## src/rtl/salru_pkg.sv

```systemverilog
// ============================================================================
// salru_pkg
// Shared types and constants for the set-associative true-LRU replacement block.
// ============================================================================
`default_nettype none

package salru_pkg;

    // Default geometry.
    localparam int WAYS_DEF     = 4;
    localparam int NUM_SETS_DEF = 64;

    // Fixed field widths of one beat.
    localparam int ADDR_W      = 32;
    localparam int WAY_FIELD_W = 2;
    localparam int MASK_W      = 4;
    localparam int OFFSET_W    = 4;

    // Configuration port geometry: one 32-bit register at byte address 0.
    localparam int APB_DATA_W  = 32;
    localparam int PADDR_W     = 3;
    localparam int REG_IDX_W   = PADDR_W - 2;

    localparam logic [OFFSET_W-1:0] LINE_OFFSET_RST = OFFSET_W'(6);

    typedef enum logic {
        OP_QUERY = 1'b0,
        OP_TOUCH = 1'b1
    } salru_op_t;

    typedef enum logic [REG_IDX_W-1:0] {
        REG_LINE_OFFSET = REG_IDX_W'(0)
    } salru_reg_t;

    // One request as it travels down the pipeline.
    typedef struct packed {
        salru_op_t               op;
        logic [WAY_FIELD_W-1:0]  way;
        logic [MASK_W-1:0]       mask;
    } salru_item_t;

    // Flow status from the recency core back to the set index stages.
    typedef struct packed {
        logic ready;
        logic clearing;
    } salru_flow_t;

endpackage

`default_nettype wire

```

## src/rtl/salru_cfg.sv

```systemverilog
// ============================================================================
// salru_cfg
// Configuration register file behind the APB-style port.
// ============================================================================
`default_nettype none

module salru_cfg (
    input  logic                              aclk,
    input  logic                              aresetn,
    input  logic                              psel,
    input  logic                              penable,
    input  logic                              pwrite,
    input  logic [salru_pkg::PADDR_W-1:0]     paddr,
    input  logic [salru_pkg::APB_DATA_W-1:0]  pwdata,
    output logic [salru_pkg::APB_DATA_W-1:0]  prdata,
    output logic [salru_pkg::OFFSET_W-1:0]    line_offset
);
    import salru_pkg::*;

    logic [OFFSET_W-1:0] line_offset_reg;
    logic                wr_en;
    salru_reg_t          reg_idx;

    assign wr_en   = psel & penable & pwrite;
    assign reg_idx = salru_reg_t'(paddr[PADDR_W-1:2]);

    always_ff @(posedge aclk) begin
        if (!aresetn) begin
            line_offset_reg <= LINE_OFFSET_RST;
        end else if (wr_en && (reg_idx == REG_LINE_OFFSET)) begin
            line_offset_reg <= pwdata[OFFSET_W-1:0];
        end
    end

    always_comb begin
        unique case (reg_idx)
            REG_LINE_OFFSET: prdata = APB_DATA_W'(line_offset_reg);
            default:         prdata = '0;
        endcase
    end

    assign line_offset = line_offset_reg;

endmodule

`default_nettype wire

```

## src/rtl/salru_index.sv

```systemverilog
// ============================================================================
// salru_index
// Input register and set index stage: shift by the line offset, reduce
// modulo the set count.
// ============================================================================
`default_nettype none

module salru_index #(
    parameter int NUM_SETS = salru_pkg::NUM_SETS_DEF,
    parameter int SET_W    = (NUM_SETS > 1) ? $clog2(NUM_SETS) : 1
) (
    input  logic                            aclk,
    input  logic                            aresetn,
    input  logic [salru_pkg::OFFSET_W-1:0]  line_offset,
    input  logic                            in_valid,
    output logic                            in_ready,
    input  salru_pkg::salru_item_t          in_item,
    input  logic [salru_pkg::ADDR_W-1:0]    in_addr,
    input  salru_pkg::salru_flow_t          flow,
    output logic                            out_valid,
    output salru_pkg::salru_item_t          out_item,
    output logic [SET_W-1:0]                out_set
);
    import salru_pkg::*;

    localparam bit POW2 = (NUM_SETS & (NUM_SETS - 1)) == 0;

    logic               i_vld_reg;
    salru_item_t        i_item_reg;
    logic [ADDR_W-1:0]  i_addr_reg;
    logic               s2_vld_reg;
    salru_item_t        s2_item_reg;
    logic [ADDR_W-1:0]  shifted;
    logic               i_adv;
    logic               s2_adv;

    assign s2_adv   = s2_vld_reg & flow.ready;
    assign i_adv    = i_vld_reg & (~s2_vld_reg | s2_adv);
    assign in_ready = ~flow.clearing & (~i_vld_reg | i_adv);
    assign shifted  = i_addr_reg >> line_offset;

    always_ff @(posedge aclk) begin
        if (!aresetn) begin
            i_vld_reg  <= 1'b0;
            s2_vld_reg <= 1'b0;
        end else begin
            if (in_valid && in_ready) begin
                i_vld_reg <= 1'b1;
            end else if (i_adv) begin
                i_vld_reg <= 1'b0;
            end
            if (i_adv) begin
                s2_vld_reg <= 1'b1;
            end else if (s2_adv) begin
                s2_vld_reg <= 1'b0;
            end
        end
    end

    always_ff @(posedge aclk) begin
        if (in_valid && in_ready) begin
            i_item_reg <= in_item;
            i_addr_reg <= in_addr;
        end
        if (i_adv) begin
            s2_item_reg <= i_item_reg;
        end
    end

    generate
        if (POW2) begin : g_pow2
            // Power-of-two set count: the remainder is a mask.
            logic [SET_W-1:0] set_reg;

            always_ff @(posedge aclk) begin
                if (i_adv) begin
                    set_reg <= SET_W'(shifted & ADDR_W'(NUM_SETS - 1));
                end
            end

            assign out_set = set_reg;
        end else begin : g_recip
            // Quotient estimate by reciprocal; it is low by at most one, so
            // a single compare and subtract fixes the remainder.
            localparam logic [63:0] RECIP = (64'd1 << 32) / NUM_SETS;

            logic [ADDR_W-1:0]   shift_reg;
            logic [ADDR_W-1:0]   quo_reg;
            logic [63:0]         prod;
            logic [ADDR_W-1:0]   diff;
            logic [SET_W:0]      rem;

            assign prod = {32'd0, shifted} * RECIP;

            always_ff @(posedge aclk) begin
                if (i_adv) begin
                    shift_reg <= shifted;
                    quo_reg   <= prod[63:32];
                end
            end

            assign diff = shift_reg - (quo_reg * ADDR_W'(NUM_SETS));
            assign rem  = diff[SET_W:0];
            assign out_set = (rem >= (SET_W + 1)'(NUM_SETS))
                           ? SET_W'(rem - (SET_W + 1)'(NUM_SETS))
                           : rem[SET_W-1:0];
        end
    endgenerate

    assign out_valid = s2_vld_reg;
    assign out_item  = s2_item_reg;

endmodule

`default_nettype wire

```

## src/rtl/salru_core.sv

```systemverilog
// ============================================================================
// salru_core
// Recency order memory with clearing pass, read stage with write forwarding,
// victim and touch logic, and the result register.
// ============================================================================
`default_nettype none

module salru_core #(
    parameter int WAYS     = salru_pkg::WAYS_DEF,
    parameter int NUM_SETS = salru_pkg::NUM_SETS_DEF,
    parameter int SET_W    = (NUM_SETS > 1) ? $clog2(NUM_SETS) : 1
) (
    input  logic                                aclk,
    input  logic                                aresetn,
    input  logic                                in_valid,
    input  salru_pkg::salru_item_t              in_item,
    input  logic [SET_W-1:0]                    in_set,
    output salru_pkg::salru_flow_t              flow,
    output logic                                out_valid,
    input  logic                                out_ready,
    output logic [salru_pkg::WAY_FIELD_W-1:0]   out_way,
    output logic                                out_free
);
    import salru_pkg::*;

    localparam int WAY_W = $clog2(WAYS);
    localparam int CMP_W = (WAY_W > WAY_FIELD_W) ? WAY_W : WAY_FIELD_W;
    localparam logic [SET_W-1:0] LAST_SET = SET_W'(NUM_SETS - 1);

    typedef logic [WAYS-1:0][WAY_W-1:0] order_t;

    order_t             mem [NUM_SETS];

    // Clearing pass.
    logic               clr_busy_reg;
    logic [SET_W-1:0]   clr_cnt_reg;
    order_t             ident;

    // Read stage.
    logic               r_vld_reg;
    salru_item_t        r_item_reg;
    logic [SET_W-1:0]   r_set_reg;
    order_t             rdata_reg;
    order_t             r_ord;

    // Most recent write, for the read that saw memory before it landed.
    logic               lw_vld_reg;
    logic [SET_W-1:0]   lw_set_reg;
    order_t             lw_ord_reg;

    // Execute stage.
    logic               e_vld_reg;
    salru_item_t        e_item_reg;
    logic [SET_W-1:0]   e_set_reg;
    order_t             e_ord_reg;
    order_t             e_ord_next;
    order_t             new_ord;
    logic               touch_hit;
    logic [WAY_W-1:0]   hit_pos;
    logic               e_write;
    logic [CMP_W-1:0]   victim_ext;
    logic               victim_free;
    logic [CMP_W-1:0]   way_ext;

    // Result register.
    logic                    m_vld_reg;
    logic [WAY_FIELD_W-1:0]  m_way_reg;
    logic                    m_free_reg;

    logic               e_adv;
    logic               r_adv;
    logic               r_load;
    logic               mem_we;
    logic [SET_W-1:0]   mem_waddr;
    order_t             mem_wdata;

    always_comb begin
        for (int i = 0; i < WAYS; i++) begin
            ident[i] = WAY_W'(i);
        end
    end

    // ---------------------------------------------------------------- flow
    assign e_adv  = e_vld_reg & ((e_item_reg.op == OP_TOUCH) | ~m_vld_reg | out_ready);
    assign r_adv  = r_vld_reg & (~e_vld_reg | e_adv);
    assign flow.ready    = ~clr_busy_reg & (~r_vld_reg | r_adv);
    assign flow.clearing = clr_busy_reg;
    assign r_load = in_valid & flow.ready;

    // --------------------------------------------------------------- memory
    assign e_write   = e_adv & (e_item_reg.op == OP_TOUCH) & touch_hit;
    assign mem_we    = clr_busy_reg | e_write;
    assign mem_waddr = clr_busy_reg ? clr_cnt_reg : e_set_reg;
    assign mem_wdata = clr_busy_reg ? ident : new_ord;

    always_ff @(posedge aclk) begin
        if (mem_we) begin
            mem[mem_waddr] <= mem_wdata;
        end
        if (r_load) begin
            rdata_reg <= mem[in_set];
        end
    end

    always_ff @(posedge aclk) begin
        if (!aresetn) begin
            clr_busy_reg <= 1'b1;
            clr_cnt_reg  <= '0;
        end else if (clr_busy_reg) begin
            if (clr_cnt_reg == LAST_SET) begin
                clr_busy_reg <= 1'b0;
            end
            clr_cnt_reg <= clr_cnt_reg + SET_W'(1);
        end
    end

    // ----------------------------------------------------------- read stage
    assign r_ord = (lw_vld_reg && (lw_set_reg == r_set_reg)) ? lw_ord_reg : rdata_reg;

    always_ff @(posedge aclk) begin
        if (!aresetn) begin
            r_vld_reg  <= 1'b0;
            lw_vld_reg <= 1'b0;
        end else begin
            if (r_load) begin
                r_vld_reg <= 1'b1;
            end else if (r_adv) begin
                r_vld_reg <= 1'b0;
            end
            if (e_write) begin
                lw_vld_reg <= 1'b1;
            end
        end
    end

    always_ff @(posedge aclk) begin
        if (r_load) begin
            r_item_reg <= in_item;
            r_set_reg  <= in_set;
        end
        if (e_write) begin
            lw_set_reg <= e_set_reg;
            lw_ord_reg <= new_ord;
        end
    end

    // -------------------------------------------------------- execute stage
    assign e_ord_next = (e_write && (e_set_reg == r_set_reg)) ? new_ord : r_ord;

    always_ff @(posedge aclk) begin
        if (!aresetn) begin
            e_vld_reg <= 1'b0;
        end else if (r_adv) begin
            e_vld_reg <= 1'b1;
        end else if (e_adv) begin
            e_vld_reg <= 1'b0;
        end
    end

    always_ff @(posedge aclk) begin
        if (r_adv) begin
            e_item_reg <= r_item_reg;
            e_set_reg  <= r_set_reg;
            e_ord_reg  <= e_ord_next;
        end
    end

    assign way_ext = CMP_W'(e_item_reg.way);

    // Touch: find the way, close the gap, put it at the most recent end.
    always_comb begin
        touch_hit = 1'b0;
        hit_pos   = '0;
        for (int i = WAYS - 1; i >= 0; i--) begin
            if (CMP_W'(e_ord_reg[i]) == way_ext) begin
                touch_hit = 1'b1;
                hit_pos   = WAY_W'(i);
            end
        end
        new_ord[WAYS-1] = WAY_W'(way_ext);
        for (int i = 0; i < WAYS - 1; i++) begin
            new_ord[i] = (WAY_W'(i) < hit_pos) ? e_ord_reg[i] : e_ord_reg[i+1];
        end
    end

    // Query: first way in recency order without a valid bit, else the LRU way.
    always_comb begin
        logic [CMP_W-1:0] cand;
        victim_ext  = CMP_W'(e_ord_reg[0]);
        victim_free = 1'b0;
        for (int i = WAYS - 1; i >= 0; i--) begin
            cand = CMP_W'(e_ord_reg[i]);
            if ((cand > CMP_W'(MASK_W - 1)) || !e_item_reg.mask[cand[1:0]]) begin
                victim_ext  = cand;
                victim_free = 1'b1;
            end
        end
    end

    // ------------------------------------------------------ result register
    always_ff @(posedge aclk) begin
        if (!aresetn) begin
            m_vld_reg <= 1'b0;
        end else if (e_adv && (e_item_reg.op == OP_QUERY)) begin
            m_vld_reg <= 1'b1;
        end else if (out_ready) begin
            m_vld_reg <= 1'b0;
        end
    end

    always_ff @(posedge aclk) begin
        if (e_adv && (e_item_reg.op == OP_QUERY)) begin
            m_way_reg  <= victim_ext[WAY_FIELD_W-1:0];
            m_free_reg <= victim_free;
        end
    end

    assign out_valid = m_vld_reg;
    assign out_way   = m_way_reg;
    assign out_free  = m_free_reg;

endmodule

`default_nettype wire

```

## src/rtl/set_assoc_lru_replacement_top.sv

```systemverilog
// ============================================================================
// set_assoc_lru_replacement_top
// True-LRU replacement state for a set-associative cache.
// ============================================================================
// The block keeps one recency order of WAYS ways for each of NUM_SETS sets.
// A query beat (tuser = 0) picks the first way without a valid bit in
// recency order, or else the least recent way, and returns one result beat;
// a touch beat (tuser = 1) moves its way to the most recent position and
// returns nothing. The set is (address >> line_offset_bits) mod NUM_SETS.
// One beat is taken every clock cycle while no clearing pass runs and no
// query waits on a stalled result; a query passes the input register, the
// set index stage, the registered read of the order memory and the execute
// stage before the result register. Back-to-back beats to the same set see
// each other's updates through forwarding, so no bubbles are inserted.
// After reset the block writes the initial order into every set, one set
// per cycle, and holds s_tready low until the pass ends; register writes are
// taken throughout. A stalled result stops touch beats only behind a query.
// ============================================================================
`default_nettype none

module set_assoc_lru_replacement_top #(
    parameter int WAYS     = salru_pkg::WAYS_DEF,
    parameter int NUM_SETS = salru_pkg::NUM_SETS_DEF
) (
    input  logic                              aclk,
    input  logic                              aresetn,

    // Request channel.
    input  logic                              s_tvalid,
    output logic                              s_tready,
    // [31:0] address, [33:32] way, [37:34] valid_mask, [39:38] zero
    input  logic [39:0]                       s_tdata,
    // [0] operation
    input  logic [0:0]                        s_tuser,

    // Result channel.
    output logic                              m_tvalid,
    input  logic                              m_tready,
    // [1:0] victim_way, [2] victim_was_free, [7:3] zero
    output logic [7:0]                        m_tdata,

    // Configuration port.
    input  logic                              psel,
    input  logic                              penable,
    input  logic                              pwrite,
    input  logic [salru_pkg::PADDR_W-1:0]     paddr,
    input  logic [salru_pkg::APB_DATA_W-1:0]  pwdata,
    output logic [salru_pkg::APB_DATA_W-1:0]  prdata,
    output logic                              pready
);
    import salru_pkg::*;

    localparam int SET_W = (NUM_SETS > 1) ? $clog2(NUM_SETS) : 1;

    logic [OFFSET_W-1:0]    line_offset;
    salru_item_t            s_item;
    salru_flow_t            flow;
    logic                   idx_valid;
    salru_item_t            idx_item;
    logic [SET_W-1:0]       idx_set;
    logic [WAY_FIELD_W-1:0] victim_way;
    logic                   victim_free;

    // Registers complete in the access cycle.
    assign pready = 1'b1;

    assign s_item.op   = salru_op_t'(s_tuser[0]);
    assign s_item.way  = s_tdata[33:32];
    assign s_item.mask = s_tdata[37:34];

    salru_cfg u_cfg (
        .aclk        (aclk),
        .aresetn     (aresetn),
        .psel        (psel),
        .penable     (penable),
        .pwrite      (pwrite),
        .paddr       (paddr),
        .pwdata      (pwdata),
        .prdata      (prdata),
        .line_offset (line_offset)
    );

    salru_index #(
        .NUM_SETS (NUM_SETS),
        .SET_W    (SET_W)
    ) u_index (
        .aclk        (aclk),
        .aresetn     (aresetn),
        .line_offset (line_offset),
        .in_valid    (s_tvalid),
        .in_ready    (s_tready),
        .in_item     (s_item),
        .in_addr     (s_tdata[31:0]),
        .flow        (flow),
        .out_valid   (idx_valid),
        .out_item    (idx_item),
        .out_set     (idx_set)
    );

    salru_core #(
        .WAYS     (WAYS),
        .NUM_SETS (NUM_SETS),
        .SET_W    (SET_W)
    ) u_core (
        .aclk      (aclk),
        .aresetn   (aresetn),
        .in_valid  (idx_valid),
        .in_item   (idx_item),
        .in_set    (idx_set),
        .flow      (flow),
        .out_valid (m_tvalid),
        .out_ready (m_tready),
        .out_way   (victim_way),
        .out_free  (victim_free)
    );

    assign m_tdata = {5'd0, victim_free, victim_way};

endmodule

`default_nettype wire

```

## config.mk

```make
export PLATFORM = sky130hd
export DESIGN_NAME = set_assoc_lru_replacement_top
export DESIGN_NICKNAME = d
export VERILOG_FILES = /design/src/rtl/salru_pkg.sv /design/src/rtl/salru_cfg.sv /design/src/rtl/salru_index.sv /design/src/rtl/salru_core.sv /design/src/rtl/set_assoc_lru_replacement_top.sv
export SDC_FILE = /design/constraint.sdc
export NUM_CORES = 1
export LEC_CHECK = 0
export BUFFER_PORTS_ARGS = -buffer_cell sky130_fd_sc_hd__buf_4
export CORE_MARGIN = 2
export CORE_UTILIZATION = 45
export DETAILED_ROUTE_END_ITERATION = 7
export GPL_ROUTABILITY_DRIVEN = 0
export SYNTH_ARGS = -nofsm -noshare
export SYNTH_HDL_FRONTEND = slang
export SYNTH_SLANG_ARGS = --single-unit
```

## constraint.sdc

```tcl
create_clock -name aclk -period 4.15 [get_ports aclk]
set_input_delay 0.6225 -clock aclk [delete_from_list [all_inputs] [get_ports aclk]]
set_output_delay 0.6225 -clock aclk [all_outputs]
set_load 0.005 [all_outputs]
```

==> results of run 1 <==
-- Yosys cell counts, types with 6 or more instances --
cell type,instances
edfxtp_1,612
mux4_2,156
nor2_1,78
mux2i_1,54
buf_4,47
nand2_1,32
clkbuf_1,23
nor2b_1,23
buf_2,20
dfxtp_1,17
a21oi_1,15
inv_1,14
o21ai_0,14
mux2_2,13
xor2_1,13
xnor2_1,10
a211oi_1,9
nand2b_1,9
o221ai_1,8
o22ai_1,8
o211ai_1,7
buf_6,6
nand3_1,6
o211ai_4,6
o32ai_1,6
-- layout make-up --
| type | instances | area [µm²] |
|---|---|---|
| Timing Repair Buffer | 103 | 811 |
| Clock inverter | 41 | 427 |
| Clock buffer | 71 | 1560 |
| Sequential cell | 629 | 18700 |
| Fill cell | 4466 | 27400 |
| Tap cell | 756 | 946 |
| Inverter | 15 | 56.3 |
| Multi-Input combinational cell | 562 | 6310 |
-- final timing paths --
path / start / endpoint / slack, ps / depth (start not counted)
max: u_core.way_ext[1] / u_core.mem[24][2] / 1020 / 6
min: s_tdata[36] / u_index.i_item_reg[2] / 180 / 1
max reg2reg: u_core.way_ext[1] / u_core.mem[24][2] / 1020 / 6
min reg2reg: u_index.i_item_reg[0] / u_index.out_item[0] / 420 / 0
-- worst max-delay path, stage by stage, from the launching register on --
cell and delay, ps:
edfxtp_1 530, xnor2_1 310, a2bb2o_4 190, nor2b_1 260, mux2i_1 410, nand2b_2 670
buf_4 460
-- logic make-up after synthesis --
| family | count (synthesis) | synth area share |
|---|---|---|
| AO/OA/AOI/OAI | 109 | 0.0340 |
| XOR/XNOR | 23 | 0.00788 |
| adder cells (fa/ha/maj) | 1 | 0.000490 |
| buffers and inverters | 116 | 0.0267 |
| flip-flops | 629 | 0.733 |
| multiplexers | 226 | 0.167 |
| other | 2 | 0.000294 |
| AND/OR/NAND/NOR | 169 | 0.0314 |
-- power by group --
part / internal (W) / switching, W
Combinational: 0.0000604 / 0.0000842
Sequential: 0.00689 / 0.0000127
Clock: 0.00324 / 0.00230
Total: 0.0102 / 0.00240
-- layer usage --
metal	track usage	part of all wire
met1	0.264	0.43
met3	0.0301	0.053
met4	0.0684	0.032
met5	0	0
met2	0.297	0.48
-- through the flow --
step | total power, W | worst slack [ps] | utilization
6_report | 0.0126 | 1020 | 0.512
5_1_grt | 0.0129 | 806 | 0.512
4_1_cts | 0.0127 | 1000 | 0.512
3_5_place_dp | 0.00718 | 1010 | 0.477
3_3_place_gp | 0.00718 | 1120 | 0.477
2_1_floorplan | 0.00713 | 822 | -
==> flow_metrics.py, run 1 <==
metrics = {
    "finish": {
        "final_area_mm2": 0.0288,
        "diodes": 0,
        "syn2layout_area_growth_pct": 12.9,
        "drive_above_1_share": 0.272,
        "layout_common_cells": "edfxtp_1 (612), mux4_2 (156), buf_4 (100)",
        "final_common_cell": "edfxtp_1",
        "nets": 1455,
        "largest_register_ffs": 512,
        "layout.cells.non_filler": 2177,
    },
    "floorplanning": {
        "core_mm2": 0.0563,
        "rows": 87,
        "chipHeight_um": 242,
        "die_area_mm2": 0.0587,
        "initial_core_util": 0.454,
        "die_x_um": 242,
        "ios": 126,
    },
    "drt": {
        "vias": 12200,
        "drc": 0,
        "dr.first_iter.drc_count": 1136,
        "finalWirelength_um": 54100,
        "vias_per_cell": 5.60,
        "wire_per_inst_um": 24.8,
        "ant_nets": 0,
        "drtPass1Iterations": 7,
    },
    "timing": {
        "finClkSkew_ps": 27.2,
        "worst_pin_slew_ps": 1240,
        "period_share": 0.753,
        "setup_viol": 0,
        "rsz0062_at_grt": "no",
        "fmaxAchievable_ghz": 0.320,
        "maxSlewViolCount": 0,
        "hold_ws_ps": 178,
        "fin_setup_tns_ps": 0,
        "maxSlewHeadroom": 0.172,
        "min_period_ps": 3130,
        "hold_violations": 0,
    },
    "pwr": {
        "ir_drop_mv": 0.358,
        "p_leak_nw": 10.0,
        "power.density_mw_per_mm2": 436,
    },
    "clock_tree": {
        "clockBufferDepth": 3,
        "clk_latency_ps": 630,
        "post_cts_buffers": 0,
        "cts_root_buf": "clkbuf_16",
        "cts_buffers": 60,
        "clk_pin_slew_ps": 60,
        "cts_sinks": 629,
        "cts_resized": 0,
        "hold_buffers": 0,
        "cts_tree": "built",
        "htree_levels": 2,
    },
    "run": {
        "drv_cap": 0,
    },
    "yosys": {
        "synthDistinctLibCells": 59,
        "synth_area_leaders": "edfxtp_1 (72%), mux4_2 (14%), mux2i_1 (2.1%), buf_4 (1.4%), dfxtp_1 (1.3%)",
        "syn_inst": 1275,
        "synth.avg_cell_area_um2": 20.0,
        "yosysWarnings": 0,
        "yosysSeqAreaShare": 0.733,
        "netlist.area_leader.share": 0.719,
        "synthFlopType": "edfxtp_1",
        "synth_edf_count": 612,
        "synth_area_leader_cell": "edfxtp_1",
        "ys_ff_latch": 629,
        "async_flop_share": 0,
        "synth_area_mm2": 0.0256,
    },
    "min_path": {
        "min_path_type": "primary input to flip-flop",
    },
    "worst_setup_path": {
        "cp_data_required_time_ps": 4500,
        "crit_path_end_kind": "flip-flop",
        "crit_arrival_ps": 3480,
        "crit_type": "flip-flop to flip-flop",
        "critPathLaunchType": "flip-flop",
        "critPathMaxFanout": 49,
    },
    "placed_design": {
        "place_area_mm2": 0.0268,
        "hpwl_um": 34400,
        "numPortBuffers": 48,
        "place_inst": 2065,
    },
    "global_routing": {
        "grt_pass1_wl_um": 81400,
        "grt_pass1_vias": 12600,
        "grt_overflow": 0,
        "antenna_found_initial": 0,
        "grt_usage": 0.187,
        "grt_max_degree": 65,
    },
    "status": {
        "status": "completed",
    },
}
(Power assumes the default switching activity.)
==> run 2, diff against run 1 <==
==> constraint.sdc (replaced) <==
create_clock -name aclk -period 2.9 [get_ports aclk]
set_input_delay 0.435 -clock aclk [delete_from_list [all_inputs] [get_ports aclk]]
set_output_delay 0.435 -clock aclk [all_outputs]
set_load 0.005 [all_outputs]
==> run 2 against run 1 <==
Net effect: register-to-register slack got worse by 890 ps; critical path depth shrank 1; non-clock buffer count up 92; sequential share of layout area is 2.4 points lower; first-iteration DRC count decreased by 6.3%; clock power is 49% higher; worst setup slack got worse by 890 ps; fmax is 13% higher; worst hold slack worse by 140 ps; utilization rose by 1.9 points; largest cell class unchanged; highest routed layer unchanged.
==> flow_metrics.py, run 2 (synthesized netlist as in run 1, its figures left out) <==
metrics = {
    "status": {
        "status": "completed",
    },
    "pwr": {
        "p_comb_frac": 0.014,
        "sw_frac_of_total": 0.193,
        "seq_power_share": 0.538,
        "switchingPower_w": 0.00355,
        "ir_drop_mv": 0.434,
        "p_leak_nw": 10.6,
        "p_clk_frac": 0.449,
        "power.density_mw_per_mm2": 614,
        "power.internal_w": 0.0148,
        "power_w": 0.0184,
    },
    "timing": {
        "min_period_ps": 2770,
        "fin_setup_tns_ps": 0,
        "maxSlewViolCount": 0,
        "finClkSkew_ps": 26.7,
        "rsz0062_at_grt": "no",
        "fin_ws_ps": 132,
        "fmaxAchievable_ghz": 0.361,
        "hold_violations": 0,
        "worst_pin_slew_ps": 1020,
        "period_share": 0.955,
        "maxSlewHeadroom": 0.319,
        "setup_viol": 0,
    },
    "clock_tree": {
        "cts_buffers": 68,
        "clk_pin_slew_ps": 60,
        "clockBufferDepth": 3,
        "cts_tree": "built",
        "post_cts_buffers": 0,
        "cts_root_buf": "clkbuf_16",
        "cts_sinks": 629,
        "htree_levels": 3,
        "clk_latency_ps": 600,
    },
    "floorplanning": {
        "rows": 87,
        "initial_core_util": 0.454,
        "chipHeight_um": 242,
        "die_x_um": 242,
        "die_area_mm2": 0.0587,
        "core_mm2": 0.0563,
        "ios": 126,
    },
    "placed_design": {
        "hpwl_um": 35400,
        "numPortBuffers": 48,
        "pre_cts_slack_ps": 108,
        "place_area_mm2": 0.0276,
    },
    "drt": {
        "wire_per_inst_um": 24.4,
        "ant_nets": 0,
        "vias_per_cell": 5.54,
        "finalWirelength_um": 55500,
        "drc": 0,
        "drtPass1Iterations": 5,
        "vias": 12600,
        "dr.first_iter.drc_count": 1065,
    },
    "global_routing": {
        "grt_pass1_vias": 13000,
        "grt_pass1_wl_um": 83400,
        "antenna_found_initial": 0,
        "grt_usage": 0.192,
        "grt_max_degree": 65,
        "grt_overflow": 0,
    },
    "finish": {
        "final_area_mm2": 0.0299,
        "layout_common_cells": "edfxtp_1 (612), mux4_2 (156), buf_4 (154)",
        "diodes": 0,
        "final_common_cell": "edfxtp_1",
        "drive_above_1_share": 0.300,
        "nets": 1555,
        "largest_register_ffs": 512,
        "syn2layout_area_growth_pct": 17.1,
    },
    "worst_setup_path": {
        "crit_type": "flip-flop to flip-flop",
        "critPathLaunchType": "flip-flop",
        "crit_path_end_kind": "flip-flop",
        "cp_data_required_time_ps": 3100,
        "critPathMaxFanout": 8,
        "rr_worst_depth": 5,
        "crit_arrival_ps": 2970,
    },
    "min_path": {
        "min_path_type": "primary input to flip-flop",
        "min_path_cells": 1,
    },
    "run": {
        "drv_cap": 0,
    },
}
## run 2: cell types whose count changed in the layout (fill, tap and decap cells not counted), sizes merged
cell / delta
clkinvlp: -3
clkbuf: +23
dlygate4sd3: +21
bufinv: -7
clkinv: -5
inv: -1
buf: +71
## run 2: metal layers
| layer | global-route usage | routed length [µm] | vias to the layer above |
|---|---|---|---|
| met5 | 0 | 0 | - |
| met4 | 0.0588 | 1150 | 0 |
| met3 | 0.0305 | 3070 | 72 |
| met2 | 0.309 | 27100 | 310 |
| met1 | 0.272 | 24200 | 6682 |
| li1 | - | - | 5546 |
## run 2: power groups by stage
stage                     combinational, W  sequential, W  clock (W)
after global placement            0.000222         0.0101          0
after global routing              0.000266        0.00987    0.00880
after CTS                         0.000247        0.00988    0.00846
after floorplan                   0.000138         0.0101          0
final                             0.000248        0.00988    0.00825
after detailed placement          0.000224         0.0101          0
## run 2: cell type report
class | count | area [µm²]
Clock buffer | 94 | 1940
Timing Repair Buffer | 195 | 1760
Fill cell | 4375 | 26400
Sequential cell | 629 | 18700
Multi-Input combinational cell | 562 | 6310
Inverter | 15 | 56.3
Tap cell | 756 | 946
Clock inverter | 25 | 194
## run 2: worst paths after layout
| kind | from | end | slack (ps) |
|---|---|---|---|
| setup / recovery | u_core.way_ext[1] | u_core.mem[6][3] | 130 |
| hold / removal | s_tdata[15] | u_index.i_addr_reg[15] | 30 |
| setup reg to reg | u_core.way_ext[1] | u_core.mem[6][3] | 130 |
| hold reg to reg | u_index.out_item[6] | u_core.r_item_reg[6] | 410 |
## run 2: through the flow
| step | instances | utilization | hold WS, ps |
|---|---|---|---|
| global route | 2276 | 0.532 | 7.54 |
| global placement | 2136 | 0.490 | 403 |
| CTS | 2276 | 0.532 | 0.173 |
| finish | 2276 | 0.532 | 33.5 |
| detailed placement | 2136 | 0.490 | 405 |
| floorplan | 1307 | - | 400 |
## run 2: repair_timing
action                                  4_1_cts  5_1_grt
endpoints found under the hold margin        21        0
hold buffers                                 21        0
resized for setup                             0        1
endpoints found under the setup margin        0        8
## run 2: critical path, cell delays in order, from the launching register on
cell      delay, ps
edfxtp_1        500
xor2_1          220
o22ai_1         340
o211a_4         320
o211ai_4        200
nor2_1          790
